$ cat src/design/spc_ram.sv
// generic simple dual port ram with registered read
module spc_ram #(
  parameter int WIDTH = 8,
  parameter int DEPTH = 64,
  localparam int AW = $clog2(DEPTH)
) (
  input  logic             clk,
  input  logic             wr_en,
  input  logic [AW-1:0]    wr_addr,
  input  logic [WIDTH-1:0] wr_data,
  input  logic             rd_en,
  input  logic [AW-1:0]    rd_addr,
  output logic [WIDTH-1:0] rd_data
);

  logic [WIDTH-1:0] mem [DEPTH];
  logic [WIDTH-1:0] rd_data_r;

  always_ff @(posedge clk) begin
    if (wr_en) begin
      mem[wr_addr] <= wr_data;
    end
    if (rd_en) begin
      rd_data_r <= mem[rd_addr];
    end
  end

  assign rd_data = rd_data_r;

endmodule

$ cat config.mk
export PLATFORM = sky130hd
export DESIGN_NAME = spc_ram
export DESIGN_NICKNAME = d
export VERILOG_FILES = /design/src/design/spc_ram.sv
export SDC_FILE = /design/constraint.sdc
export NUM_CORES = 1
export LEC_CHECK = 0
export ABC_AREA = 1
export BUFFER_PORTS_ARGS = -buffer_cell sky130_fd_sc_hd__buf_2
export CORE_AREA = 4 4 224 226
export DETAILED_ROUTE_END_ITERATION = 8
export DIE_AREA = 0 0 228 230
export MAX_ROUTING_LAYER = met4
export SYNTH_ARGS = -nofsm -noshare
export SYNTH_HDL_FRONTEND = slang
export SYNTH_SLANG_ARGS = --single-unit
$ cat constraint.sdc
create_clock -name clk -period 3.33 [get_ports clk]
set_clock_uncertainty 0.2 [all_clocks]
set_input_delay 0.333 -clock clk [delete_from_list [all_inputs] [get_ports clk]]
set_output_delay 0.333 -clock clk [all_outputs]
set_load 0.03 [all_outputs]
# Word-level counts from Yosys, hierarchy flattened
# Memories as Yosys holds them, arrays and structs flattened. A register that Yosys moved wholly into a read port is not among the register bits.
# Index checks and enable logic that the tools add are counted.
[totals]
reg_bits = 0
ram_bits = 512
input_bits = 23
output_inout_bits = 8
word_cells = 3
mem_count = 1
[mem_list]
columns = ["name", "words", "width", "rd", "rd_clocked_by_memory_dff", "wr", "line", "text"]
rows = [
  ["mem", 64, 8, 1, 1, 1, "16", "logic [WIDTH-1:0] mem [DEPTH];"],
]
[op_classes]
n_mux = 2
[op_table]
columns = ["cell", "count"]
rows = [
  ["$mux 1", 2],
]

# Logic depth before layout (Yosys ltp)
# Gate-level depths: netlist of the first run.
[depth]
word_depth = 2
ltp_mapped = 12
ltp_nobuf = 9

# Least setup slack after synthesis of the first run
# Ideal clock, no wire load.
[synth_timing]
kind = "in2reg"
from = "input port wr_en"
to = "memory mem[48][0] (enable)"
setup_ns = 0.395
t_arrival_ns = 1.704
required_time_ns = 2.735
path_slack_ns = 1.031
path_stages = 3
n_path_buf = 1
path_cell_list = "clkbuf_1 -> nand4_1 -> nor4_1"
[synth_between]
elab_chain_len = 2
[synth_rtl]
columns = ["element", "line", "text"]
rows = [
  ["start, declared", "8", "input logic wr_en,"],
  ["$mux 1", "20", "if (wr_en) begin"],
  ["$mux 1 (implied by the code)", "21", "mem[wr_addr] <= wr_data;"],
  ["end, declared", "16", ""],
]
# Every way passes these cells.

==> results of run 1 <==
-- critical path: stages --
cell and delay [ns]:
clkbuf_8 0.22, inv_8 0.35, buf_12 0.31, nand2_1 0.09, nand3_1 0.08, nand3_1 0.14, nand2_1 0.09, nand2_1 0.06
nand3_1 0.17, nand3_1 0.15, nand2_1 0.10
-- repair_timing --
action,4_1_cts,5_1_grt
endpoints found under the hold margin,32,0
gates resized for setup,0,0
hold buffers,4,0
-- flip-flops by register name, indices dropped and copies added, names as in the netlist --
name	count
rd_data	8
mem	512
-- report_power, final --
group	leakage, nW	switching (mW)	internal (mW)	total [mW]
Sequential	4.69	0.0230	7.26	7.28
Clock	0.846	2.45	3.49	5.93
Combinational	3.24	0.651	0.221	0.872
-- cells in the mapped netlist, drive strengths merged --
master / count / area [µm²]
nand3: 439 / 2200
nor2: 56 / 210
nand2: 648 / 2430
clkbuf: 15 / 56.3
nand4: 9 / 56.3
edfxtp: 520 / 15600
inv: 12 / 50.1
nor4: 8 / 50.1
buf: 98 / 752
-- through the flow --
stage / cells / hold WS [ns]
after detailed placement: 2436 / 0.542
after global routing: 2538 / 0.0409
after floorplan: 1805 / 0.232
after global placement: 2436 / 0.538
final: 2538 / 0.0351
after CTS: 2534 / 0.0268
-- kinds of logic (layout without fill, tap and decap cells) --
| group | Yosys count | in the layout | synth area share, % |
|---|---|---|---|
| other | 0 | 4 | 0 |
| DFF | 520 | 520 | 72.9 |
| and+or+nand+nor | 1160 | 1160 | 23.1 |
| buffers and inverters | 125 | 232 | 4.01 |
-- layout make-up --
cell class	count	area (µm²)	area share [%]
Clock buffer	61	1380	5.70
Clock inverter	33	343	1.42
Inverter	12	55.1	0.228
Tap cell	622	778	3.22
Antenna cell	4	10.0	0.0414
Timing Repair Buffer	126	1030	4.28
Multi-Input combinational cell	1160	4950	20.5
Sequential cell	520	15600	64.6
-- layer usage --
layer  GRT usage [%]  share of wire, %
met5               -                 0
met4            6.30               2.4
met3            3.46               7.9
met2            31.9                46
met1            30.0                44
-- how the worst min path moves through the flow --
stage	from	end	slack, ns	depth (start not counted)
final	wr_data[5]	mem[43][5]	0.04	1
after global routing	wr_data[5]	mem[41][5]	0.04	1
after CTS	wr_data[5]	mem[43][5]	0.03	1
after detailed placement	rd_en	rd_data[6]	0.54	1
after global placement	rd_en	rd_data[0]	0.54	1
after floorplan	wr_data[0]	mem[0][0]	0.23	0
==> flow_summary_export.csv, run 1 <==
group,metric,value,unit
floorplanning,core,48300,µm²
status,status,"finished clean",
job,drv_cap,0,
grt,first_global_vias,13416,
synthesis,synth_nets,1828,
min_path,hp-class,"in2reg",
grt,antenna_found_initial,5,
route,dr_total_vias,13974,
sta,rsz0062_at_grt,"false",
clock_network,htree_levels,2,
sta,worstMarginPinSlew,0.844,ns
clock_network,cts.sinks,520,
clock_network,worst_skew_pair.late_latency,0.60,ns
route,wl,54400,µm
clock_network,postCtsSetupRepairBufs,0,
layout,final_core_util,50.0,%
sta,fin_tns_setup,0,ns
route,via_per_inst,5.51,
clock_network,root_buffer,"clkbuf_16",
setup_path,worst-setup-path-type,"in2reg",
placed_design,placed_area,22400,µm²
synthesis,syn_area_per_cell,11.9,µm²
power_and_ir_drop,total_power,14.1,mW
setup_path,crit_path_end,"rd_data[6]",
setup_path,cp-startpoint,"rd_addr[0]",
route,dr.pass1.iters,6,
clock_network,cts_tree,"built",
floorplanning,design.portCount,31,
power_and_ir_drop,p_leak,8.77,nW
placed_design,io_buffers,30,
layout,fin_nets,1895,
setup_path,cp_max_fo,63,
synthesis,ys_types,15,
setup_path,regToRegStartpoint,"mem[58][1]",
clock_network,clockBufferDepth,3,
layout,fin_area,24200,µm²
setup_path,critPathLaunchType,"primary input",
setup_path,r2r_slack,1.65,ns
route,antenna_left,0,
sta,min_period,1.90,ns
setup_path,endpoint_kind,"flip-flop",
sta,finalSetupViolations,0,
placed_design,place_congestion,0.846,
sta,setup_ws,1.43,ns
setup_path,crit_required,3.60,ns
floorplanning,die_y,230,µm
layout,final_cell_mix,"nand2_1 (648), edfxtp_1 (520), nand3_1 (439), buf_4 (84), nor2_1 (56)",
placed_design,place_ws,0.823,ns
setup_path,ff2ff_path_depth,8,
layout,layout_commonest_cell,"nand2_1",
synthesis,synth_cells,1805,
power_and_ir_drop,vdd_ir_drop_max,0.000404,V
synthesis,syn_area,21400,µm²
grt,grt_max_degree,129,
sta,relSlewSlack,43.7,%
setup_path,r2r_end,"rd_data[1]",
clock_network,clkTransAtPathRegs,0.06,ns
placed_design,detailed_place_hpwl,32200,µm
sta,slew_violations,0,
clock_network,numCtsBuffers,52,
synthesis,yosysSeqAreaShare,72.9,%
sta,hold_viol_final,0,
synthesis,ys_ff_latch,520,
setup_path,worstPathArrival,2.17,ns
route,first_iter_violations,1572,
grt,grt_remaining_overflow,0,
route,wl_per_cell,21.4,µm
sta,fmax,0.526,GHz
grt,grt_pass1_wl,83000,µm
floorplanning,initial_core_util,44.3,%
synthesis,synth_warnings,0,
layout,area.growth.synth_to_final,12.8,%
floorplanning,row_count,81,
layout,fillers,4226,
power_and_ir_drop,p_per_area,583,nW/µm²
grt,track_usage,21.1,%
floorplanning,die_area,52400,µm²
floorplanning,chipWidth,228,µm
sta,layout_worst_path_cycle_share,57.1,%
route,remaining_drc_errors,0,
layout,layout-drive-gt1-share,10.5,%
Power figures use the tool's default switching activity.
==> run 2: changes to the inputs <==
ABC_AREA = 0   (was 1)
CORE_AREA = 4 4 218 220   (was 4 4 224 226)
DIE_AREA = 0 0 222 224   (was 0 0 228 230)
clock period = 1.77 ns   (was 3.33 ns; I/O delays follow)
==> flow_summary_export.csv, run 2 <==
group,metric,value,unit
synthesis,syn_area_per_cell,21.5,µm²
setup_path,cp_num_cells,5,
floorplanning,core,45300,µm²
placed_design,place_congestion,0.833,
placed_design,placed_area,22600,µm²
setup_path,slowest_delay,0.46,ns
setup_path,cp_top_family,"multiplexers",
layout,fin_nets,1168,
grt,grt_remaining_overflow,0,
layout,largest_register_ffs,512,
synthesis,synth_area_leaders,"edfxtp_1 (77%), mux4_2 (14%), nor2_1 (1.5%)",
route,wl,47200,µm
grt,track_usage,19.8,%
route,dr_total_vias,10122,
synthesis,synth_ff_type,"edfxtp_1",
synthesis,synth_area_leader_cell,"edfxtp_1",
clock_network,worst_skew_pair.late_latency,0.59,ns
route,remaining_drc_errors,0,
min_path,hp-class,"in2reg",
sta,layout_worst_path_cycle_share,123,%
power_and_ir_drop,p_per_area,1050,nW/µm²
synthesis,yosysSeqAreaShare,77.1,%
synthesis,synth_top_area_share,77.1,%
floorplanning,die_area,49700,µm²
setup_path,path_cells,"mux4_2, mux2_4, o221a_4, nor3_4, o32ai_2",
clock_network,cts_tree,"built",
synthesis,syn_area,20200,µm²
synthesis,ys_types,39,
layout,area.growth.synth_to_final,20.0,%
placed_design,detailed_place_hpwl,30300,µm
sta,rsz0062_at_grt,"true",
grt,antenna_found_initial,2,
placed_design,place_ws,-0.919,ns
setup_path,worst-setup-path-type,"reg2reg",
setup_path,slowest_stage,"mux4_2",
sta,finalSetupViolations,8,
synthesis,synth_cells,940,
floorplanning,chipWidth,222,µm
layout,fin_area,24300,µm²
layout,final_cell_mix,"edfxtp_1 (520), buf_4 (142), mux4_2 (126), nor2_1 (60), clkbuf_16 (55)",
grt,first_global_vias,10330,
sta,relSlewSlack,14.0,%
floorplanning,design.portCount,31,
layout,fillers,3496,
sta,fin_tns_setup,-2.81,ns
synthesis,async_flop_share,0,%
status,violations,"negative setup slack",
synthesis,synth_nets,963,
route,via_per_inst,5.67,
layout,layout-drive-gt1-share,37.6,%
floorplanning,initial_core_util,44.7,%
clock_network,root_buffer,"clkbuf_16",
power_and_ir_drop,pwr-share-comb,6.1,%
setup_path,endpoint_kind,"flip-flop",
floorplanning,die_y,224,µm
setup_path,worstPathArrival,2.30,ns
setup_path,cp-startpoint,"mem[20][6]",
setup_path,regToRegStartpoint,"mem[20][6]",
grt,grt_max_degree,65,
floorplanning,row_count,78,
setup_path,ff2ff_path_depth,5,
power_and_ir_drop,clock_power_share,40.1,%
synthesis,synth_warnings,0,
route,first_iter_violations,1031,
layout,multi_input_area,4560,µm²
layout,largest_register,"mem",
power_and_ir_drop,total_power,25.5,mW
setup_path,cp_max_fo,1,
power_and_ir_drop,pwr-share-seq,53.8,%
clock_network,clkTransAtPathRegs,0.06,ns
setup_path,worstPathBufferInverterCount,0,
setup_path,r2r_end,"rd_data[6]",
setup_path,crit_required,1.89,ns
sta,setup_ws,-0.411,ns
synthesis,synth_edf_count,520,
sta,min_period,2.18,ns
sta,slew_violations,0,
min_path,hold_depth,3,
layout,layout_commonest_cell,"edfxtp_1",
route,dr.pass1.iters,5,
synthesis,post-synth-top-count-cell,"edfxtp_1",
clock_network,htree_levels,2,
synthesis,synth_common_cells,"edfxtp_1 (520), mux4_2 (126), nor2_1 (83), mux2i_1 (23), nand2_1 (19)",
placed_design,io_buffers,30,
grt,grt_pass1_wl,70700,µm
power_and_ir_drop,p_int,20.1,mW
clock_network,cts.sinks,520,
setup_path,crit_path_end,"rd_data[6]",
clock_network,numCtsBuffers,53,
setup_path,r2r_slack,-0.41,ns
job,drv_cap,0,
clock_network,postCtsSetupRepairBufs,0,
sta,fmax,0.458,GHz
power_and_ir_drop,sw_frac_of_total,21.1,%
power_and_ir_drop,p_leak,7.87,nW
route,antenna_left,0,
clock_network,clockBufferDepth,3,
power_and_ir_drop,p_switching,5.38,mW
setup_path,critPathLaunchType,"flip-flop",
power_and_ir_drop,vdd_ir_drop_max,0.000647,V
route,wl_per_cell,26.5,µm
sta,worstMarginPinSlew,1.29,ns
synthesis,ys_ff_latch,520,
layout,regArea,15600,µm²
status,status,"finished with violations",
sta,hold_viol_final,0,
## run 2: changes by cell type after synthesis, moves of 8 or more
cell      change
buf_2        -26
buf_6        -31
inv_1        -10
mux2_2       +13
mux2i_1      +23
mux4_2      +126
nand2_1     -629
nand3_1     -426
nor2_1       +27
nor2b_1      +14
o221ai_1      +8
o22ai_1       +8
## run 2: layer usage
| layer | global-route usage (%) | wire length [µm] |
|---|---|---|
| met5 | - | 0 |
| met4 | 4.52 | 886 |
| met3 | 4.13 | 3250 |
| met2 | 30.5 | 22600 |
| met1 | 27.8 | 20500 |
## run 2: how the worst min path moves through the flow
| stage | start | end |
|---|---|---|
| 6_report | rd_addr[5] | rd_data[2] |
| 5_1_grt | rd_addr[5] | rd_data[3] |
| 4_1_cts | rd_addr[5] | rd_data[3] |
| 3_5_place_dp | rd_en | rd_data[4] |
| 3_3_place_gp | rd_en | rd_data[3] |
| 2_1_floorplan | wr_data[0] | mem[0][0] |
## run 2: metrics by stage
step	std cells	hold WS (ns)	util, %
after floorplan	940	0.0759	-
final	1784	0.0231	53.7
after CTS	1782	0.00494	53.6
after global placement	1688	0.347	49.8
after global routing	1784	0.00780	53.7
after detailed placement	1688	0.351	49.8
## run 2: final cells by class
class	instances	area share (%)
well taps	600	3.09
clock buffers	66	5.83
multi-input cells	369	18.7
diodes	2	0.0206
repair buffers	201	7.45
clock inverters	26	0.613
flip-flops and latches	520	64.2
## run 2: power by group through the flow
stage | Clock [mW] | Combinational (mW) | Sequential [mW]
2_1_floorplan | 0 | 0.747 | 14.0
3_3_place_gp | 0 | 1.50 | 14.0
6_report | 10.2 | 1.55 | 13.7
4_1_cts | 10.4 | 1.57 | 13.7
5_1_grt | 11.0 | 1.65 | 13.7
3_5_place_dp | 0 | 1.51 | 14.0
## run 2: worst reg2reg max path: cells and delay by family (launching register included)
family | cells | cell delay, ns
AO/OA/AOI/OAI | 2 | 0.39
flip-flops | 1 | 0.37
multiplexers | 2 | 0.75
AND/OR/NAND/NOR | 1 | 0.22
## run 2: cells by family (layout without fill, tap and decap cells)
group	after synthesis	after routing	share of synthesized area [%]
other	0	2	0
DFF	520	520	77.1
AOI/OAI and AO/OA	54	54	2.06
muxes	162	162	15.9
and+or+nand+nor	153	153	3.37
buffers and inverters	51	293	1.56
## run 2: timing repair
item                                   CTS  global route
setup endpoints to repair                8             9
hold buffers                             4             0
pin swaps                                3             1
gates resized for setup                 27             3
endpoints found under the hold margin   56             0
