==> src/design/spc_pkg.sv <==
// shared types, constants and helpers for the sprite pixel collision block
package spc_pkg;

  localparam int FRAME_W_MAX = 64;
  localparam int FRAME_H_MAX = 64;
  localparam int FRAMES_MAX  = 4;

  localparam int SHEET_W = FRAME_W_MAX * FRAMES_MAX;
  localparam int SHEET_H = FRAME_H_MAX;

  localparam int COL_W    = $clog2(SHEET_W);
  localparam int ROW_W    = $clog2(SHEET_H);
  localparam int OFFX_W   = $clog2(FRAME_W_MAX);
  localparam int FRM_W    = 2;
  localparam int SHIFT_W  = $clog2((1 << FRM_W) * FRAME_W_MAX);
  localparam int DIM_W    = 7;
  localparam int KEY_W    = 32;
  localparam int POS_W    = 12;
  localparam int CRD_W    = POS_W + 1;
  localparam int SX_W     = 8;
  localparam int SY_W     = 6;
  localparam int OP_W     = 2;
  localparam int CFG_IDX_W  = 3;
  localparam int CFG_DATA_W = 32;

  localparam logic [DIM_W-1:0] FW_MAX_V = DIM_W'(FRAME_W_MAX);
  localparam logic [DIM_W-1:0] FH_MAX_V = DIM_W'(FRAME_H_MAX);

  localparam logic [CFG_IDX_W-1:0] CFG_FRAME_WIDTH_A  = 3'd0;
  localparam logic [CFG_IDX_W-1:0] CFG_FRAME_HEIGHT_A = 3'd1;
  localparam logic [CFG_IDX_W-1:0] CFG_FRAME_WIDTH_B  = 3'd2;
  localparam logic [CFG_IDX_W-1:0] CFG_FRAME_HEIGHT_B = 3'd3;
  localparam logic [CFG_IDX_W-1:0] CFG_COLORKEY_A     = 3'd4;
  localparam logic [CFG_IDX_W-1:0] CFG_COLORKEY_B     = 3'd5;

  typedef enum logic [OP_W-1:0] {
    OP_LOAD_A = 2'd0,
    OP_LOAD_B = 2'd1,
    OP_QUERY  = 2'd2
  } op_t;

  typedef enum logic [2:0] {
    ST_IDLE,
    ST_LOAD_RD,
    ST_LOAD_WR,
    ST_SETUP,
    ST_BOUNDS,
    ST_SCAN,
    ST_DONE
  } state_t;

  typedef logic [SHEET_W-1:0] row_t;

  typedef struct packed {
    logic [DIM_W-1:0] fw_a;
    logic [DIM_W-1:0] fh_a;
    logic [DIM_W-1:0] fw_b;
    logic [DIM_W-1:0] fh_b;
    logic [KEY_W-1:0] key_a;
    logic [KEY_W-1:0] key_b;
  } cfg_t;

  typedef struct packed {
    logic             rd_en;
    logic [ROW_W-1:0] rd_addr_a;
    logic [ROW_W-1:0] rd_addr_b;
    logic             wr_en_a;
    logic             wr_en_b;
    logic [ROW_W-1:0] wr_addr;
    row_t             wr_data;
  } mem_ctl_t;

  typedef struct packed {
    logic [SHIFT_W-1:0] sh_a;
    logic [SHIFT_W-1:0] sh_b;
    logic [DIM_W-1:0]   len;
  } scan_t;

  function automatic logic [DIM_W-1:0] clamp_size(input logic [DIM_W-1:0] v,
                                                  input logic [DIM_W-1:0] max_v);
    logic [DIM_W-1:0] r;
    if (v == '0) begin
      r = DIM_W'(1);
    end else if (v > max_v) begin
      r = max_v;
    end else begin
      r = v;
    end
    return r;
  endfunction

endpackage

==> src/design/spc_in_if.sv <==
// input item channel: pixel loads and collision queries
interface spc_in_if;
  logic                                 valid;
  logic                                 ready;
  logic [spc_pkg::OP_W-1:0]             op;
  logic [spc_pkg::SX_W-1:0]             sheet_x;
  logic [spc_pkg::SY_W-1:0]             sheet_y;
  logic [spc_pkg::KEY_W-1:0]            pixel_value;
  logic signed [spc_pkg::POS_W-1:0]     pos_a_x;
  logic signed [spc_pkg::POS_W-1:0]     pos_a_y;
  logic [spc_pkg::FRM_W-1:0]            frame_a;
  logic signed [spc_pkg::POS_W-1:0]     pos_b_x;
  logic signed [spc_pkg::POS_W-1:0]     pos_b_y;
  logic [spc_pkg::FRM_W-1:0]            frame_b;

  modport source (output valid, op, sheet_x, sheet_y, pixel_value, pos_a_x, pos_a_y,
                  frame_a, pos_b_x, pos_b_y, frame_b, input ready);
  modport sink (input valid, op, sheet_x, sheet_y, pixel_value, pos_a_x, pos_a_y,
                frame_a, pos_b_x, pos_b_y, frame_b, output ready);
endinterface

==> src/design/spc_out_if.sv <==
// result item channel: hit and bounding box overlap flags
interface spc_out_if;
  logic valid;
  logic ready;
  logic hit;
  logic boxes_overlap;

  modport source (output valid, hit, boxes_overlap, input ready);
  modport sink (input valid, hit, boxes_overlap, output ready);
endinterface

==> src/design/spc_ctrl.sv <==
// sequencer: pixel load read-modify-write, query bounds and row by row overlap scan
module spc_ctrl (
  input  logic                clk,
  input  logic                rst_n,
  input  spc_pkg::cfg_t       cfg,
  spc_in_if.sink              in_ch,
  spc_out_if.source           out_ch,
  input  spc_pkg::row_t       rd_row_a,
  input  spc_pkg::row_t       rd_row_b,
  input  logic                row_hit,
  output spc_pkg::mem_ctl_t   mem_ctl,
  output spc_pkg::scan_t      scan
);

  spc_pkg::state_t state_r, state_nxt;

  logic                                accept;
  logic                                ld_in_range;
  logic                                is_b_r;
  logic                                ld_bit_r;
  logic [spc_pkg::COL_W-1:0]           ld_col_r;
  logic [spc_pkg::ROW_W-1:0]           ld_row_r;
  logic signed [spc_pkg::POS_W-1:0]    ax_r, ay_r, bx_r, by_r;
  logic [spc_pkg::FRM_W-1:0]           fa_r, fb_r;
  logic signed [spc_pkg::CRD_W-1:0]    x0_r, x1_r, y0_r, y1_r;
  logic [spc_pkg::SHIFT_W-1:0]         prod_a_r, prod_b_r;
  logic                                ovl_r;
  logic [spc_pkg::DIM_W-1:0]           len_r, nrows_r;
  logic [spc_pkg::ROW_W-1:0]           row_a_r, row_b_r;
  logic [spc_pkg::SHIFT_W-1:0]         sh_a_r, sh_b_r;
  logic [spc_pkg::DIM_W-1:0]           rd_cnt_r;
  logic                                chk_vld_r, chk_last_r, hit_r;
  logic                                out_vld_r, out_hit_r, out_ovl_r;

  logic [spc_pkg::DIM_W-1:0]           wa, ha, wb, hb;
  logic signed [spc_pkg::CRD_W-1:0]    ax_e, ay_e, bx_e, by_e;
  logic signed [spc_pkg::CRD_W-1:0]    ax_end, ay_end, bx_end, by_end;
  logic signed [spc_pkg::CRD_W-1:0]    dx_a, dx_b, dy_a, dy_b, span_x, span_y;
  logic                                ovl_c;
  logic                                issue;
  logic                                scan_stop;
  logic                                out_load;
  spc_pkg::row_t                       ld_row_data;

  assign accept      = in_ch.valid && in_ch.ready;
  assign ld_in_range = (int'(in_ch.sheet_x) < spc_pkg::SHEET_W) &&
                       (int'(in_ch.sheet_y) < spc_pkg::SHEET_H);

  // query bounds
  assign wa = spc_pkg::clamp_size(cfg.fw_a, spc_pkg::FW_MAX_V);
  assign ha = spc_pkg::clamp_size(cfg.fh_a, spc_pkg::FH_MAX_V);
  assign wb = spc_pkg::clamp_size(cfg.fw_b, spc_pkg::FW_MAX_V);
  assign hb = spc_pkg::clamp_size(cfg.fh_b, spc_pkg::FH_MAX_V);

  assign ax_e = spc_pkg::CRD_W'(ax_r);
  assign ay_e = spc_pkg::CRD_W'(ay_r);
  assign bx_e = spc_pkg::CRD_W'(bx_r);
  assign by_e = spc_pkg::CRD_W'(by_r);

  assign ax_end = ax_e + $signed({{(spc_pkg::CRD_W-spc_pkg::DIM_W){1'b0}}, wa});
  assign ay_end = ay_e + $signed({{(spc_pkg::CRD_W-spc_pkg::DIM_W){1'b0}}, ha});
  assign bx_end = bx_e + $signed({{(spc_pkg::CRD_W-spc_pkg::DIM_W){1'b0}}, wb});
  assign by_end = by_e + $signed({{(spc_pkg::CRD_W-spc_pkg::DIM_W){1'b0}}, hb});

  assign ovl_c  = (x0_r < x1_r) && (y0_r < y1_r);
  assign dx_a   = x0_r - ax_e;
  assign dx_b   = x0_r - bx_e;
  assign dy_a   = y0_r - ay_e;
  assign dy_b   = y0_r - by_e;
  assign span_x = x1_r - x0_r;
  assign span_y = y1_r - y0_r;

  assign issue     = (rd_cnt_r != nrows_r);
  assign scan_stop = chk_vld_r && (row_hit || chk_last_r);
  assign out_load  = (state_r == spc_pkg::ST_DONE) && (!out_vld_r || out_ch.ready);

  // next state
  always_comb begin
    state_nxt = state_r;
    case (state_r)
      spc_pkg::ST_IDLE: begin
        if (accept) begin
          case (in_ch.op)
            spc_pkg::OP_LOAD_A,
            spc_pkg::OP_LOAD_B: state_nxt = ld_in_range ? spc_pkg::ST_LOAD_RD
                                                        : spc_pkg::ST_IDLE;
            spc_pkg::OP_QUERY:  state_nxt = spc_pkg::ST_SETUP;
            default:            state_nxt = spc_pkg::ST_IDLE;
          endcase
        end
      end
      spc_pkg::ST_LOAD_RD: state_nxt = spc_pkg::ST_LOAD_WR;
      spc_pkg::ST_LOAD_WR: state_nxt = spc_pkg::ST_IDLE;
      spc_pkg::ST_SETUP:   state_nxt = spc_pkg::ST_BOUNDS;
      spc_pkg::ST_BOUNDS:  state_nxt = ovl_c ? spc_pkg::ST_SCAN : spc_pkg::ST_DONE;
      spc_pkg::ST_SCAN: begin
        if (scan_stop) begin
          state_nxt = spc_pkg::ST_DONE;
        end
      end
      spc_pkg::ST_DONE: begin
        if (out_load) begin
          state_nxt = spc_pkg::ST_IDLE;
        end
      end
      default: state_nxt = spc_pkg::ST_IDLE;
    endcase
  end

  // outputs
  always_comb begin
    ld_row_data = is_b_r ? rd_row_b : rd_row_a;
    ld_row_data[ld_col_r] = ld_bit_r;

    in_ch.ready       = (state_r == spc_pkg::ST_IDLE);
    mem_ctl.rd_en     = 1'b0;
    mem_ctl.rd_addr_a = row_a_r + rd_cnt_r[spc_pkg::ROW_W-1:0];
    mem_ctl.rd_addr_b = row_b_r + rd_cnt_r[spc_pkg::ROW_W-1:0];
    mem_ctl.wr_en_a   = 1'b0;
    mem_ctl.wr_en_b   = 1'b0;
    mem_ctl.wr_addr   = ld_row_r;
    mem_ctl.wr_data   = ld_row_data;
    case (state_r)
      spc_pkg::ST_LOAD_RD: begin
        mem_ctl.rd_en     = 1'b1;
        mem_ctl.rd_addr_a = ld_row_r;
        mem_ctl.rd_addr_b = ld_row_r;
      end
      spc_pkg::ST_LOAD_WR: begin
        mem_ctl.wr_en_a = !is_b_r;
        mem_ctl.wr_en_b = is_b_r;
      end
      spc_pkg::ST_SCAN: begin
        mem_ctl.rd_en = issue;
      end
      default: begin
      end
    endcase
  end

  assign scan.sh_a = sh_a_r;
  assign scan.sh_b = sh_b_r;
  assign scan.len  = len_r;

  assign out_ch.valid         = out_vld_r;
  assign out_ch.hit           = out_hit_r;
  assign out_ch.boxes_overlap = out_ovl_r;

  // control state
  always_ff @(posedge clk) begin
    if (!rst_n) begin
      state_r   <= spc_pkg::ST_IDLE;
      chk_vld_r <= 1'b0;
      out_vld_r <= 1'b0;
    end else begin
      state_r   <= state_nxt;
      chk_vld_r <= (state_r == spc_pkg::ST_SCAN) && issue;
      if (out_load) begin
        out_vld_r <= 1'b1;
      end else if (out_ch.ready) begin
        out_vld_r <= 1'b0;
      end
    end
  end

  // payload
  always_ff @(posedge clk) begin
    if (accept) begin
      is_b_r   <= (in_ch.op == spc_pkg::OP_LOAD_B);
      ld_bit_r <= (in_ch.op == spc_pkg::OP_LOAD_B) ? (in_ch.pixel_value != cfg.key_b)
                                                   : (in_ch.pixel_value != cfg.key_a);
      ld_col_r <= in_ch.sheet_x[spc_pkg::COL_W-1:0];
      ld_row_r <= in_ch.sheet_y[spc_pkg::ROW_W-1:0];
      ax_r     <= in_ch.pos_a_x;
      ay_r     <= in_ch.pos_a_y;
      bx_r     <= in_ch.pos_b_x;
      by_r     <= in_ch.pos_b_y;
      fa_r     <= in_ch.frame_a;
      fb_r     <= in_ch.frame_b;
    end

    if (state_r == spc_pkg::ST_SETUP) begin
      x0_r     <= (ax_e > bx_e) ? ax_e : bx_e;
      x1_r     <= (ax_end < bx_end) ? ax_end : bx_end;
      y0_r     <= (ay_e > by_e) ? ay_e : by_e;
      y1_r     <= (ay_end < by_end) ? ay_end : by_end;
      prod_a_r <= spc_pkg::SHIFT_W'(fa_r) * spc_pkg::SHIFT_W'(wa);
      prod_b_r <= spc_pkg::SHIFT_W'(fb_r) * spc_pkg::SHIFT_W'(wb);
    end

    if (state_r == spc_pkg::ST_BOUNDS) begin
      ovl_r    <= ovl_c;
      hit_r    <= 1'b0;
      rd_cnt_r <= '0;
      len_r    <= span_x[spc_pkg::DIM_W-1:0];
      nrows_r  <= span_y[spc_pkg::DIM_W-1:0];
      row_a_r  <= dy_a[spc_pkg::ROW_W-1:0];
      row_b_r  <= dy_b[spc_pkg::ROW_W-1:0];
      sh_a_r   <= prod_a_r + spc_pkg::SHIFT_W'(dx_a[spc_pkg::OFFX_W-1:0]);
      sh_b_r   <= prod_b_r + spc_pkg::SHIFT_W'(dx_b[spc_pkg::OFFX_W-1:0]);
    end

    if (state_r == spc_pkg::ST_SCAN) begin
      if (issue) begin
        rd_cnt_r <= rd_cnt_r + 1'b1;
      end
      chk_last_r <= ((rd_cnt_r + 1'b1) == nrows_r);
      if (chk_vld_r && row_hit) begin
        hit_r <= 1'b1;
      end
    end

    if (out_load) begin
      out_hit_r <= hit_r;
      out_ovl_r <= ovl_r;
    end
  end

endmodule

==> src/flat_wrapper.sv <==
// flat-port wrapper written by rule: the top's interface ports become plain ports
module spc_ctrl_flat 
  (clk, rst_n, cfg, rd_row_a, rd_row_b, row_hit, mem_ctl, scan, in_ch_valid, in_ch_op, in_ch_sheet_x, in_ch_sheet_y, in_ch_pixel_value, in_ch_pos_a_x, in_ch_pos_a_y, in_ch_frame_a, in_ch_pos_b_x, in_ch_pos_b_y, in_ch_frame_b, in_ch_ready, out_ch_valid, out_ch_hit, out_ch_boxes_overlap, out_ch_ready);
  spc_in_if in_ch_i ();
  spc_out_if out_ch_i ();
  input  logic clk;
  input  logic rst_n;
  input  spc_pkg::cfg_t cfg;
  input  spc_pkg::row_t rd_row_a;
  input  spc_pkg::row_t rd_row_b;
  input  logic row_hit;
  output spc_pkg::mem_ctl_t mem_ctl;
  output spc_pkg::scan_t scan;
  input wire logic [$bits(in_ch_i.valid)-1:0] in_ch_valid;
  input wire logic [$bits(in_ch_i.op)-1:0] in_ch_op;
  input wire logic [$bits(in_ch_i.sheet_x)-1:0] in_ch_sheet_x;
  input wire logic [$bits(in_ch_i.sheet_y)-1:0] in_ch_sheet_y;
  input wire logic [$bits(in_ch_i.pixel_value)-1:0] in_ch_pixel_value;
  input wire logic [$bits(in_ch_i.pos_a_x)-1:0] in_ch_pos_a_x;
  input wire logic [$bits(in_ch_i.pos_a_y)-1:0] in_ch_pos_a_y;
  input wire logic [$bits(in_ch_i.frame_a)-1:0] in_ch_frame_a;
  input wire logic [$bits(in_ch_i.pos_b_x)-1:0] in_ch_pos_b_x;
  input wire logic [$bits(in_ch_i.pos_b_y)-1:0] in_ch_pos_b_y;
  input wire logic [$bits(in_ch_i.frame_b)-1:0] in_ch_frame_b;
  output wire logic [$bits(in_ch_i.ready)-1:0] in_ch_ready;
  output wire logic [$bits(out_ch_i.valid)-1:0] out_ch_valid;
  output wire logic [$bits(out_ch_i.hit)-1:0] out_ch_hit;
  output wire logic [$bits(out_ch_i.boxes_overlap)-1:0] out_ch_boxes_overlap;
  input wire logic [$bits(out_ch_i.ready)-1:0] out_ch_ready;
  assign in_ch_i.valid = in_ch_valid;
  assign in_ch_i.op = in_ch_op;
  assign in_ch_i.sheet_x = in_ch_sheet_x;
  assign in_ch_i.sheet_y = in_ch_sheet_y;
  assign in_ch_i.pixel_value = in_ch_pixel_value;
  assign in_ch_i.pos_a_x = in_ch_pos_a_x;
  assign in_ch_i.pos_a_y = in_ch_pos_a_y;
  assign in_ch_i.frame_a = in_ch_frame_a;
  assign in_ch_i.pos_b_x = in_ch_pos_b_x;
  assign in_ch_i.pos_b_y = in_ch_pos_b_y;
  assign in_ch_i.frame_b = in_ch_frame_b;
  assign in_ch_ready = in_ch_i.ready;
  assign out_ch_valid = out_ch_i.valid;
  assign out_ch_hit = out_ch_i.hit;
  assign out_ch_boxes_overlap = out_ch_i.boxes_overlap;
  assign out_ch_i.ready = out_ch_ready;
  spc_ctrl u_core (.clk(clk), .rst_n(rst_n), .cfg(cfg), .in_ch(in_ch_i), .out_ch(out_ch_i), .rd_row_a(rd_row_a), .rd_row_b(rd_row_b), .row_hit(row_hit), .mem_ctl(mem_ctl), .scan(scan));
endmodule
==> config.mk <==
export PLATFORM = sky130hd
export DESIGN_NAME = spc_ctrl_flat
export DESIGN_NICKNAME = d
export VERILOG_FILES = /design/src/design/spc_pkg.sv /design/src/design/spc_in_if.sv /design/src/design/spc_out_if.sv /design/src/design/spc_ctrl.sv /design/src/flat_wrapper.sv
export SDC_FILE = /design/constraint.sdc
export NUM_CORES = 1
export LEC_CHECK = 0
export ABC_CLOCK_PERIOD_IN_PS = 12980
export BUFFER_PORTS_ARGS = -buffer_cell sky130_fd_sc_hd__clkbuf_2
export CAP_MARGIN = 30
export CORE_AREA = 2 2 394 396
export DETAILED_ROUTE_END_ITERATION = 8
export DIE_AREA = 0 0 396 398
export PLACE_DENSITY = 0.3
export SLEW_MARGIN = 30
export SYNTH_ARGS = -nofsm -noshare
export SYNTH_HDL_FRONTEND = slang
export SYNTH_SLANG_ARGS = --single-unit
export TNS_END_PERCENT = 100
==> constraint.sdc <==
create_clock -name clk -period 12.98 [get_ports clk]
set_clock_uncertainty 0.2 [all_clocks]
set_input_delay 1.298 -clock clk [delete_from_list [all_inputs] [get_ports clk]]
set_output_delay 1.298 -clock clk [all_outputs]
set_load 0.02 [all_outputs]
## Yosys cells after proc, flatten, opt, wreduce, memory -nomap -nowiden

Index checks and enable logic that the tools add are counted.

- Mux-type cells: 34
- Multiply operators: 2
- Magnitude comparators: 12
- Add/sub/neg operators: 15
- Equal/unequal tests: 15
- Reductions and logical operators: 20

Operators with widths:

| kind | number |
|---|---|
| 256-bit bitwise mux | 1 |
| 256-bit two-way mux | 1 |
| 7-bit two-way mux | 11 |
| 32-bit != test | 2 |
| 12-bit by 8-bit adder with 13-bit output | 4 |
| 13-bit less-than comparator | 4 |
| 13-bit two-way mux | 4 |
| 7-bit greater-than comparator, second input constant | 4 |
| 7-bit zero test | 4 |
| 12-bit greater-than comparator | 2 |
| 6-bit subtractor | 4 |
| 3-bit case mux with 6 select lines | 1 |
| 8-bit by 6-bit adder with 8-bit output | 2 |
| 2-bit by 7-bit multiplier with 8-bit output | 2 |
| 7-bit subtractor | 2 |
| 6-bit adder | 2 |
| 12-bit two-way mux | 1 |
| 3-bit equality test, second input constant | 3 |
| 8-bit by 9-bit less-than comparator with 1-bit output, second input constant | 1 |
| 3-bit two-way mux | 3 |
| 1-bit demux with 8-bit select | 1 |
| 8-bit by 1-bit greater-or-equal comparator with 1-bit output, second input constant | 1 |
| 7-bit by 1-bit adder with 7-bit output, second input constant | 1 |
| 7-bit equality test | 1 |
| other kinds (19) | 36 |

- Bits in registers: 195
- Bits of input ports: 709

## Logic depth before layout (Yosys ltp)

Gate-level depths: netlist of the first run.

- Depth after elaboration: 6
- Mapped depth: 19
- Mapped depth without buffers: 19

## Least setup slack after synthesis of the first run

No wires, ideal clock.

- Path kind: register to register
- Start point: register u_core.state_r[1]
- End point: register u_core.prod_a_r[0] (netlist bit) (enable)
- Cell stages (with the launch flop): 3
- Library setup time: 0.587 ns
- Data arrival time: 5.461 ns
- Setup slack: 6.732 ns
- Period minus slack after synthesis: 6.248 ns
- Cells stage by stage: dfxtp_1 > clkbuf_1 > nor3b_1

- Cells in the longest elaborated chain, start to end: 1

RTL lines:

| what | line | text |
|---|---|---|
| from (decl) | spc_ctrl.sv:15 | `spc_pkg::state_t state_r, state_nxt;` |
| from (signal assigned) | spc_ctrl.sv:152 | `state_r <= spc_pkg::ST_IDLE;` |
| from (signal assigned) | spc_ctrl.sv:156 | `state_r <= state_nxt;` |
| 3-bit by 2-bit equality test with 1-bit output | spc_ctrl.sv:182 | `if (state_r == spc_pkg::ST_SETUP) begin` |
| to (signal assigned) | spc_ctrl.sv:187 | `prod_a_r <= spc_pkg::SHIFT_W'(fa_r) * spc_pkg::SHIFT_W'(wa);` |
| to (decl) | spc_ctrl.sv:26 | `logic [spc_pkg::SHIFT_W-1:0] prod_a_r, prod_b_r;` |

No other way between the ends.
A chain may end at the register's enable or synchronous reset.

==> results by group, run 1 <==
Run status
  – Status: finished, final reports clean

Logic synthesis
  – Mapped Avg Cell Area: 8.38 um2
  – Sequential share of the synthesized area: 27.9%
  – Commonest cells in the netlist: 311 x mux2i_1, 285 x nor2_1, 277 x nand2_1
  – Post-synth EDFFs: 180
  – Asr flop ratio synth: 0%
  – Main synth FF type: edfxtp_1
  – Top-count cell post-synth: mux2i_1
  – Simple logic cell fraction of the synthesized area: 16.1%
  – Mux cell area share after synthesis: 16.8%
  – Synth warnings: 0
  – Compound-Gate Fraction of Synth Area: 16.2%
  – Area share of the largest cell type after synthesis: 26.6%
  – Unique masters post-synth: 67
  – Top cells by area, synth: edfxtp_1 27%, mux2i_1 15%, ha_1 10%, nor2_1 5.3%, nand2_1 5.1%
  – Yosys reg bits: 193
  – Syn Inst Count: 2424
  – Main combinational cell family by area after synthesis: multiplexers
  – Syn nets: 3318
  – Synth Area in Adders: 12.0%
  – XOR/XNOR Fraction of Synth Area: 5.78%
  – Post-synth top area cell: edfxtp_1
  – Mapped Area: 20300 um2

Power
  – Sequential Power Share: 31.0%
  – Static leakage: 12.6 nW
  – Clock power share: 25.4%
  – Gate power share: 43.5%
  – Internal Dissipation: 0.00142 W
  – Switch share: 42.2%
  – Sw Pwr: 0.00104 W
  – Power Density: 86.1 nW/um2
  – Peak VDD IR: 0.102 mV

Clock tree
  – Clock sink count: 193
  – PostCTS Resize Cnt: 0
  – Post-CTS Hold Buffers: 0
  – Worst-skew pair later-pin latency: 0.54 ns
  – Setup Buffers After CTS: 0
  – Num CTS Buffers: 17
  – H-tree Lvls: 4
  – Root Driver: clkbuf_16
  – Clock slew seen by the registers of the worst setup and hold paths: 0.11 ns
  – CTS tree: yes
  – CTS max path bufs: 2

Detailed routing
  – # DRC: 0
  – Final wirelength: 174 mm
  – Iter 0 DRT Violations: 1961
  – Via count: 22326
  – 1st-pass router iterations: 6
  – Avg WL per Cell: 31.9 um
  – Post-DR vias/cell: 4.09
  – Routed Antenna Nets: 0

Die
  – Placeable Area: 153000 um2
  – Die W: 396 um
  – Die Span Y: 398 um
  – Full die area: 158000 um2
  – Starting Density: 13.2%
  – # IOs: 1013
  – # rows: 144

STA
  – Fin. max-slew vios: 0
  – Slew @ Worst Pin: 1.05 ns
  – WHS: 0.240 ns
  – Endpoints failing setup: 0
  – Final Hold Fails: 0
  – Worst setup margin: 7.15 ns
  – RSZ-0062 raised after global routing: false
  – Slew HR: 30.2%
  – Period utilization: 44.9%
  – TNS Setup: 0 ns
  – Max Fclk: 172 MHz
  – Minimum clock period: 5.83 ns

Layout
  – Nets: 4249
  – Sequential Area: 5670 um2
  – Fillers: 17434
  – Cell area after layout: 28600 um2
  – Area growth syn-to-layout: 40.6%
  – Fraction of layout cells with a size suffix above 1: 32.8%
  – Area of the multi-input gates: 13700 um2

Global route
  – Grt ovf: 0
  – First-pass GRT wire length: 218 mm
  – GR Util All Layers: 21.3%
  – Vias in the first global route: 21550
  – Initial antenna violation count: 168
  – Largest net degree at the start of global routing: 174

Hold path
  – Hold crit path type: reg2reg

Place
  – Post-DP HPWL: 153 mm
  – Placed inst area: 27800 um2
  – I/O Buffers: 1012
  – Final GP Congestion: 0.900
  – Setup Slack @ Placement: 6.88 ns

Critical path
  – Setup Crit Path Kind: reg2out
  – Reg2reg setup slack: 7.94 ns
  – CP endpoint kind: output pin
  – Worst EP arrival: 4.33 ns
  – Startpoint types: register
  – Critical Path RT: 11.48 ns
  – Crit path max fanout: 119

Flow run
  – Max Cap Viol: 0
==> metrics by stage <==
stage	utilization (%)	cells	total power [W]
5_1_grt	18.6	5440	0.00260
4_1_cts	18.5	5412	0.00252
6_report	18.6	5460	0.00246
2_1_floorplan	-	2424	0.00136
3_3_place_gp	18.1	5380	0.00186
3_5_place_dp	18.1	5380	0.00186
==> registers in the layout, indices dropped and copies added, names as in the netlist, 3 cells and up <==
register	flops
u_core.state_r	3
u_core.ay_r	12
u_core.row_b_r	6
u_core.y1_r	13
u_core.prod_b_r	8
u_core.ld_col_r	8
u_core.ax_r	12
u_core.x0_r	12
u_core.ld_row_r	6
u_core.by_r	12
u_core.prod_a_r	8
u_core.sh_b_r	8
u_core.row_a_r	6
u_core.bx_r	12
u_core.nrows_r	7
u_core.y0_r	12
u_core.sh_a_r	8
u_core.rd_cnt_r	7
u_core.len_r	7
u_core.x1_r	13
==> critical path: stages (launching register included) <==
cell and delay, ns:
edfxtp_1 0.39, buf_12 0.57, buf_12 0.63, buf_4 0.76
mux2i_1 0.17, o21ai_0 0.66, clkbuf_2 0.30
==> cells in the final DEF (no fill, tap or decap), drive strengths merged, types with 51 or more instances in the layout <==
| cell | instances |
|---|---|
| clkbuf | 1029 |
| edfxtp | 180 |
| a21oi | 83 |
| nand2 | 277 |
| o21ai | 307 |
| nor2b | 51 |
| mux2i | 311 |
| xnor2 | 77 |
| xor2 | 57 |
| inv | 156 |
| ha | 169 |
| nor2 | 286 |
==> power by group through the flow <==
stage,clock (W),combinational (W),sequential (W)
3_3_place_gp,0,0.00108,0.000779
5_1_grt,0.000679,0.00115,0.000767
3_5_place_dp,0,0.00108,0.000778
6_report,0.000625,0.00107,0.000763
2_1_floorplan,0,0.000601,0.000759
4_1_cts,0.000668,0.00108,0.000764
==> routing by layer <==
metal	vias to the layer above	global-route usage (%)	share of wire, %
met2	1008	35.3	47
met1	10503	23.9	38
met4	56	8.84	4.3
met5	-	0	0.19
li1	10476	-	-
met3	283	9.00	11
==> cells by family after synthesis <==
group | count (synthesis)
compound gates | 550
xor+xnor | 134
fa+ha+maj | 185
buf+inv | 277
flops | 193
simple gates | 748
mux | 337
==> area by class of cell <==
cell class / count / share of cell area [%]
Antenna cell: 48 / 0.421
Clock buffer: 17 / 1.49
Clock inverter: 15 / 0.802
Inverter: 150 / 1.97
Multi-Input combinational cell: 1954 / 48.0
Sequential cell: 193 / 19.8
Tap cell: 2044 / 8.95
Timing Repair Buffer: 1039 / 18.6
==> worst paths after layout <==
path / start / end / cells past startpoint
max: u_core.is_b_r / mem_ctl[187] / 6
min: u_core.ovl_r / u_core.out_ch.boxes_overlap / 0
max reg2reg: u_core.ay_r[0] / u_core.y1_r[0] / 15
min reg2reg: u_core.ovl_r / u_core.out_ch.boxes_overlap / 0
(Power assumes the default switching activity.)
==> run 2: changes to the inputs <==
ABC_CLOCK_PERIOD_IN_PS = 5400   (was 12980)
CORE_AREA = 2 2 398 400   (was 2 2 394 396)
DIE_AREA = 0 0 400 402   (was 0 0 396 398)
clock period = 5.4 ns   (was 12.98 ns; I/O delays follow)
==> results by group, run 2 (same netlist as run 1, synthesis figures left out) <==
STA
  – Final Hold Fails: 0 (unchanged)
  – WHS: 0.0543 ns (-0.186 ns)
  – Fin. max-slew vios: 0 (unchanged)
  – Period utilization: 83.3%
  – RSZ-0062 raised after global routing: false
  – Endpoints failing setup: 0 (unchanged)
  – Max Fclk: 222 MHz
  – Minimum clock period: 4.50 ns
  – TNS Setup: 0 ns (unchanged)
  – Slew HR: 29.1% (-1.1 points)
  – Slew @ Worst Pin: 1.06 ns (+0.0128 ns)

Place
  – Placed Cells: 5424 (+0.82%)
  – I/O Buffers: 1012 (unchanged)
  – Final GP Congestion: 0.935 (+3.9%)
  – Post-DP HPWL: 148 mm (-2.9%)

Die
  – Die Span Y: 402 um (+1.0%)
  – Placeable Area: 157000 um2 (+2.5%)
  – Die W: 400 um (+1.0%)
  – Full die area: 161000 um2 (+2.0%)
  – Starting Density: 12.9% (-0.32 points)
  – # rows: 146 (+1.4%)
  – # IOs: 1013 (unchanged)

Detailed routing
  – Post-DR vias/cell: 4.09 (about the same)
  – Via count: 22658 (+1.5%)
  – # DRC: 0 (unchanged)
  – Final wirelength: 169 mm (-3.0%)
  – Routed Antenna Nets: 0 (unchanged)
  – Iter 0 DRT Violations: 1684 (-14%)
  – 1st-pass router iterations: 6 (unchanged)
  – Avg WL per Cell: 30.4 um (-4.5%)

Layout
  – Area growth syn-to-layout: 43.9%
  – Commonest cells after routing, fill and taps aside: 1012 x clkbuf_2, 306 x mux2i_1, 285 x nor2_1, 273 x nand2_1, 180 x edfxtp_1
  – Fraction of layout cells with a size suffix above 1: 32.6% (-0.26 points)
  – Final non-filler cell total: 5546 (+1.6%)
  – Fillers: 17907 (+2.7%)
  – Top flop regs: u_core.x1_r (13), u_core.y1_r (13)
  – Nets: 4329 (+1.9%)
  – Commonest non-fill, non-tap cell in the layout: clkbuf_2

Clock tree
  – Clock sink count: 193 (unchanged)
  – Setup Buffers After CTS: 0 (unchanged)
  – Clock slew seen by the registers of the worst setup and hold paths: 0.08 ns (-0.03 ns)
  – Worst-skew pair later-pin latency: 0.53 ns (about the same)
  – Num CTS Buffers: 17 (unchanged)
  – Root Driver: clkbuf_16
  – H-tree Lvls: 4 (unchanged)
  – CTS max path bufs: 2 (unchanged)
  – CTS tree: yes

Global route
  – Grt ovf: 0 (unchanged)
  – Largest net degree at the start of global routing: 87 (-50%)
  – First-pass GRT wire length: 214 mm (-2.0%)
  – GR Util All Layers: 20.2% (-1.0 points)
  – Vias in the first global route: 22040 (+2.3%)
  – Initial antenna violation count: 104 (-38%)

Power
  – Peak VDD IR: 0.175 mV (+72%)
  – Power Density: 201 nW/um2 (+130%)
  – Static leakage: 12.9 nW (+2.4%)

Critical path
  – Critical Path RT: 5.47 ns (-6.01 ns)
  – Setup Crit Path Kind: reg2reg
  – Crit path max fanout: 12 (-90%)
  – Startpoint types: register
  – CP endpoint kind: register
  – Worst EP arrival: 4.57 ns (+0.24 ns)

Run status
  – Status: finished, final reports clean

Flow run
  – Max Cap Viol: 0 (unchanged)

Hold path
  – Hold crit path type: in2reg
-- run 2: final timing paths --
check | startpoint | cells after the start | slack [ns] | to
max | u_core.ay_r[1] | 14 | 0.90 | u_core.y1_r[5]
min reg2reg | u_core.ovl_r | 0 | 0.21 | u_core.out_ch.boxes_overlap
min | in_ch_pos_b_x[8] | 1 | 0.05 | u_core.bx_r[8]
max reg2reg | u_core.ay_r[1] | 14 | 0.90 | u_core.y1_r[5]
-- run 2: through the flow --
stage	cell area, um2	utilization [%]	power, W	setup WS, ns
after global routing	29200	18.6	0.00618	0.558
after CTS	29100	18.6	0.00599	0.825
after floorplan	20300	-	0.00327	1.06
final	29200	18.6	0.00588	0.903
after global placement	27900	17.8	0.00454	0.318
after detailed placement	27900	17.8	0.00453	0.334
-- run 2: worst max-delay path: stages, from the launching register on --
cell and delay (ns):
edfxtp_1 0.52, ha_1 0.36, a211oi_1 0.33, o21ai_1 0.16, a211oi_1 0.61, nor3_1 0.16, xnor2_1 0.21, inv_1 0.07
ha_1 0.21, a211o_1 0.28, a211oi_1 0.21, o21ai_1 0.17, a21oi_2 0.15, buf_4 0.24, mux2_2 0.37
-- run 2: final cells by class --
cell class	count	area, um2	share of cell area [%]
antenna	27	67.6	0.231
tap	2072	2590	8.87
clock inverter	14	148	0.505
multi-input combinational	1954	13700	46.8
sequential	193	5670	19.4
clock buffer	17	425	1.46
inverter	150	563	1.93
timing repair buffer	1119	6090	20.8
-- run 2: repair_timing --
| item | in CTS | in global routing |
|---|---|---|
| gates resized for setup | 0 | 0 |
| endpoints found under the hold margin | 64 | 0 |
| hold buffers | 64 | 0 |
-- run 2: routing by layer --
layer	part of all wire [%]	vias to the layer above	track usage [%]
met5	0.045	-	0
met1	42	10739	25.1
li1	-	10604	-
met2	48	1083	34.5
met3	5.9	220	3.69
met4	4.0	12	7.77
-- run 2: report_power, final --
part           internal, W  switching [W]
Sequential         0.00175      0.0000796
Clock             0.000614       0.000747
Combinational     0.000991        0.00170
Total              0.00335        0.00253
==> run 3: changes to the inputs <==
ABC_CLOCK_PERIOD_IN_PS = 3600   (was 5400)
CORE_AREA = 2 2 396 398   (was 2 2 398 400)
DIE_AREA = 0 0 398 400   (was 0 0 400 402)
clock period = 3.6 ns   (was 5.4 ns; I/O delays follow)
==> results by group, run 3 (same netlist as run 1, synthesis figures left out) <==
Layout
  – Top flop regs: u_core.x1_r (13), u_core.y1_r (13)
  – Commonest non-fill, non-tap cell in the layout: clkbuf_2
  – Sequential Area: 5670 um2 (unchanged)
  – Final non-filler cell total: 5788 (+4.4%)
  – Fraction of layout cells with a size suffix above 1: 38.2% (+5.6 points)
  – Area of the multi-input gates: 14000 um2 (+2.5%)
  – Area growth syn-to-layout: 55.4%
  – Core Util, Final: 20.3% (+1.7 points)
  – Nets: 4566 (+5.5%)
  – Fillers: 17609 (-1.7%)
  – Commonest cells after routing, fill and taps aside: 1011 x clkbuf_2, 311 x mux2i_1, 282 x nor2_1, 274 x nand2_1, 253 x buf_4

Run status
  – Status: complete, but fails checks
  – Failing checks: negative setup slack

Clock tree
  – CTS max path bufs: 2 (unchanged)
  – CTS tree: yes
  – Clock slew seen by the registers of the worst setup and hold paths: 0.08 ns (about the same)
  – Clock sink count: 193 (unchanged)
  – Root Driver: clkbuf_16
  – H-tree Lvls: 4 (unchanged)
  – Num CTS Buffers: 17 (unchanged)
  – Worst-skew pair later-pin latency: 0.53 ns (about the same)

STA
  – Endpoints failing setup: 26 (+26)
  – WHS: 0.0728 ns (+0.0185 ns)
  – Fin. max-slew vios: 0 (unchanged)
  – Max Fclk: 250 MHz (+12%)
  – Minimum clock period: 4.01 ns (-0.490 ns)
  – Period utilization: 111% (+28 points)
  – Slew HR: 34.4% (+5.4 points)
  – Worst setup margin: -0.407 ns (-1.31 ns)
  – Slew @ Worst Pin: 0.956 ns (-0.104 ns)
  – RSZ-0062 raised after global routing: true
  – Final Hold Fails: 0 (unchanged)

Critical path
  – Critical Path RT: 3.67 ns (-1.80 ns)
  – CP endpoint kind: register
  – Cell-by-cell trace of the critical path: ha_4 > fa_2 > a211oi_4 > o21ai_2 > a21oi_2 > buf_4 > nor3b_2 > xnor2_1 > inv_1 > ha_4 > a21oi_4 > o22ai_2 > a211oi_2 > o21ai_2 > a21oi_4 > clkbuf_16 > mux2_4
  – Crit path buffers/inverters: 3 (+1)
  – CP max stage delay: 0.48 ns (-0.13 ns)
  – CP top delay family: compound AO/OA/AOI/OAI gates
  – Crit path max fanout: 5 (-7)
  – Startpoint types: register
  – Slowest cell on crit path: edfxtp_1
  – Setup Crit Path Kind: reg2reg
  – Worst EP arrival: 4.08 ns (-0.49 ns)

Global route
  – Vias in the first global route: 23076 (+4.7%)
  – Largest net degree at the start of global routing: 73 (-16%)
  – Grt ovf: 0 (unchanged)
  – First-pass GRT wire length: 212 mm (-0.72%)
  – GR Util All Layers: 20.1% (-0.14 points)
  – Initial antenna violation count: 112 (+7.7%)

Detailed routing
  – Avg WL per Cell: 28.8 um (-5.2%)
  – # DRC: 0 (unchanged)
  – Final wirelength: 167 mm (-1.1%)
  – Routed Antenna Nets: 0 (unchanged)
  – Via count: 23506 (+3.7%)
  – Iter 0 DRT Violations: 1660 (-1.4%)
  – Post-DR vias/cell: 4.06 (-0.59%)
  – 1st-pass router iterations: 5 (-1)

Hold path
  – Hold crit path type: in2reg

Power
  – Power Density: 296 nW/um2 (+47%)
  – Switch share: 41.3% (-1.7 points)
  – Internal Dissipation: 0.00549 W (+64%)
  – Static leakage: 14.3 nW (+10%)
  – Sequential Power Share: 29.2% (-1.9 points)
  – Clock power share: 21.5% (-1.6 points)
  – Gate power share: 49.3% (+3.5 points)
  – Peak VDD IR: 0.300 mV (+72%)
  – Sw Pwr: 0.00386 W (+53%)

Die
  – # IOs: 1013 (unchanged)
  – # rows: 145 (-0.68%)
  – Placeable Area: 155000 um2 (-1.3%)
  – Die Span Y: 400 um (-0.50%)
  – Die W: 398 um (-0.50%)
  – Starting Density: 13.1% (+0.17 points)
  – Full die area: 159000 um2 (-1.0%)

Place
  – Final GP Congestion: 0.922 (-1.4%)
  – Post-DP HPWL: 146 mm (-1.4%)
  – I/O Buffers: 1012 (unchanged)
  – Placed Cells: 5610 (+3.4%)

Flow run
  – Max Cap Viol: 0 (unchanged)
[run 3: what timing repair did]
action                                  CTS  global route
endpoints found under the setup margin   29            27
hold endpoints to repair                 72             0
setup buffers                            23             9
pin swaps                                36            31
resized for setup                        35            27
hold buffers                             71             0
gates cloned                              1             0
[run 3: final timing paths]
| check | end | startpoint | depth (start not counted) | slack, ns |
|---|---|---|---|---|
| max | u_core.y1_r[3] | u_core.ay_r[0] | 17 | -0.41 |
| min | u_core.ld_bit_r | in_ch_pixel_value[20] | 5 | 0.07 |
| max reg2reg | u_core.y1_r[3] | u_core.ay_r[0] | 17 | -0.41 |
| min reg2reg | u_core.out_ch.boxes_overlap | u_core.ovl_r | 0 | 0.22 |
[run 3: layout make-up]
| class | instances | share of cell area, % |
|---|---|---|
| antenna | 45 | 0.357 |
| clock inverter | 15 | 0.464 |
| clock buffer | 17 | 1.35 |
| tap | 2058 | 8.16 |
| inverter | 150 | 1.78 |
| sequential | 193 | 18.0 |
| multi-input combinational | 1954 | 44.4 |
| timing repair buffer | 1356 | 25.5 |
[run 3: worst reg2reg max path: stages, from the launching register on]
cell       delay (ns)
edfxtp_1         0.48
ha_4             0.22
fa_2             0.39
a211oi_4         0.28
o21ai_2          0.10
a21oi_2          0.15
buf_4            0.14
nor3b_2          0.05
xnor2_1          0.19
inv_1            0.11
ha_4             0.24
a21oi_4          0.13
o22ai_2          0.08
a211oi_2         0.21
o21ai_2          0.12
a21oi_4          0.23
clkbuf_16        0.18
mux2_4           0.29
[run 3: per-stage QoR]
step	worst slack (ns)	total power, W	cell area, um2	setup TNS, ns
detailed placement	-0.953	0.00714	29600	-21.52
global route	-0.580	0.00988	31500	-10.67
CTS	-0.514	0.00948	31300	-7.27
finish	-0.407	0.00935	31600	-6.47
global placement	-0.954	0.00716	29600	-21.23
floorplan	-0.463	0.00496	20400	-6.19
[run 3: layer usage]
metal / track usage [%] / wire, um
met1: 22.7 / 65500
met2: 33.7 / 80200
met3: 6.00 / 12100
met4: 11.4 / 8900
met5: 0 / 200
[run 3: power groups by stage]
stage / Combinational (W) / Sequential, W / Clock, W
3_3_place_gp: 0.00437 / 0.00279 / 0
2_1_floorplan: 0.00223 / 0.00274 / 0
6_report: 0.00461 / 0.00273 / 0.00201
4_1_cts: 0.00458 / 0.00274 / 0.00217
5_1_grt: 0.00495 / 0.00275 / 0.00219
3_5_place_dp: 0.00435 / 0.00279 / 0
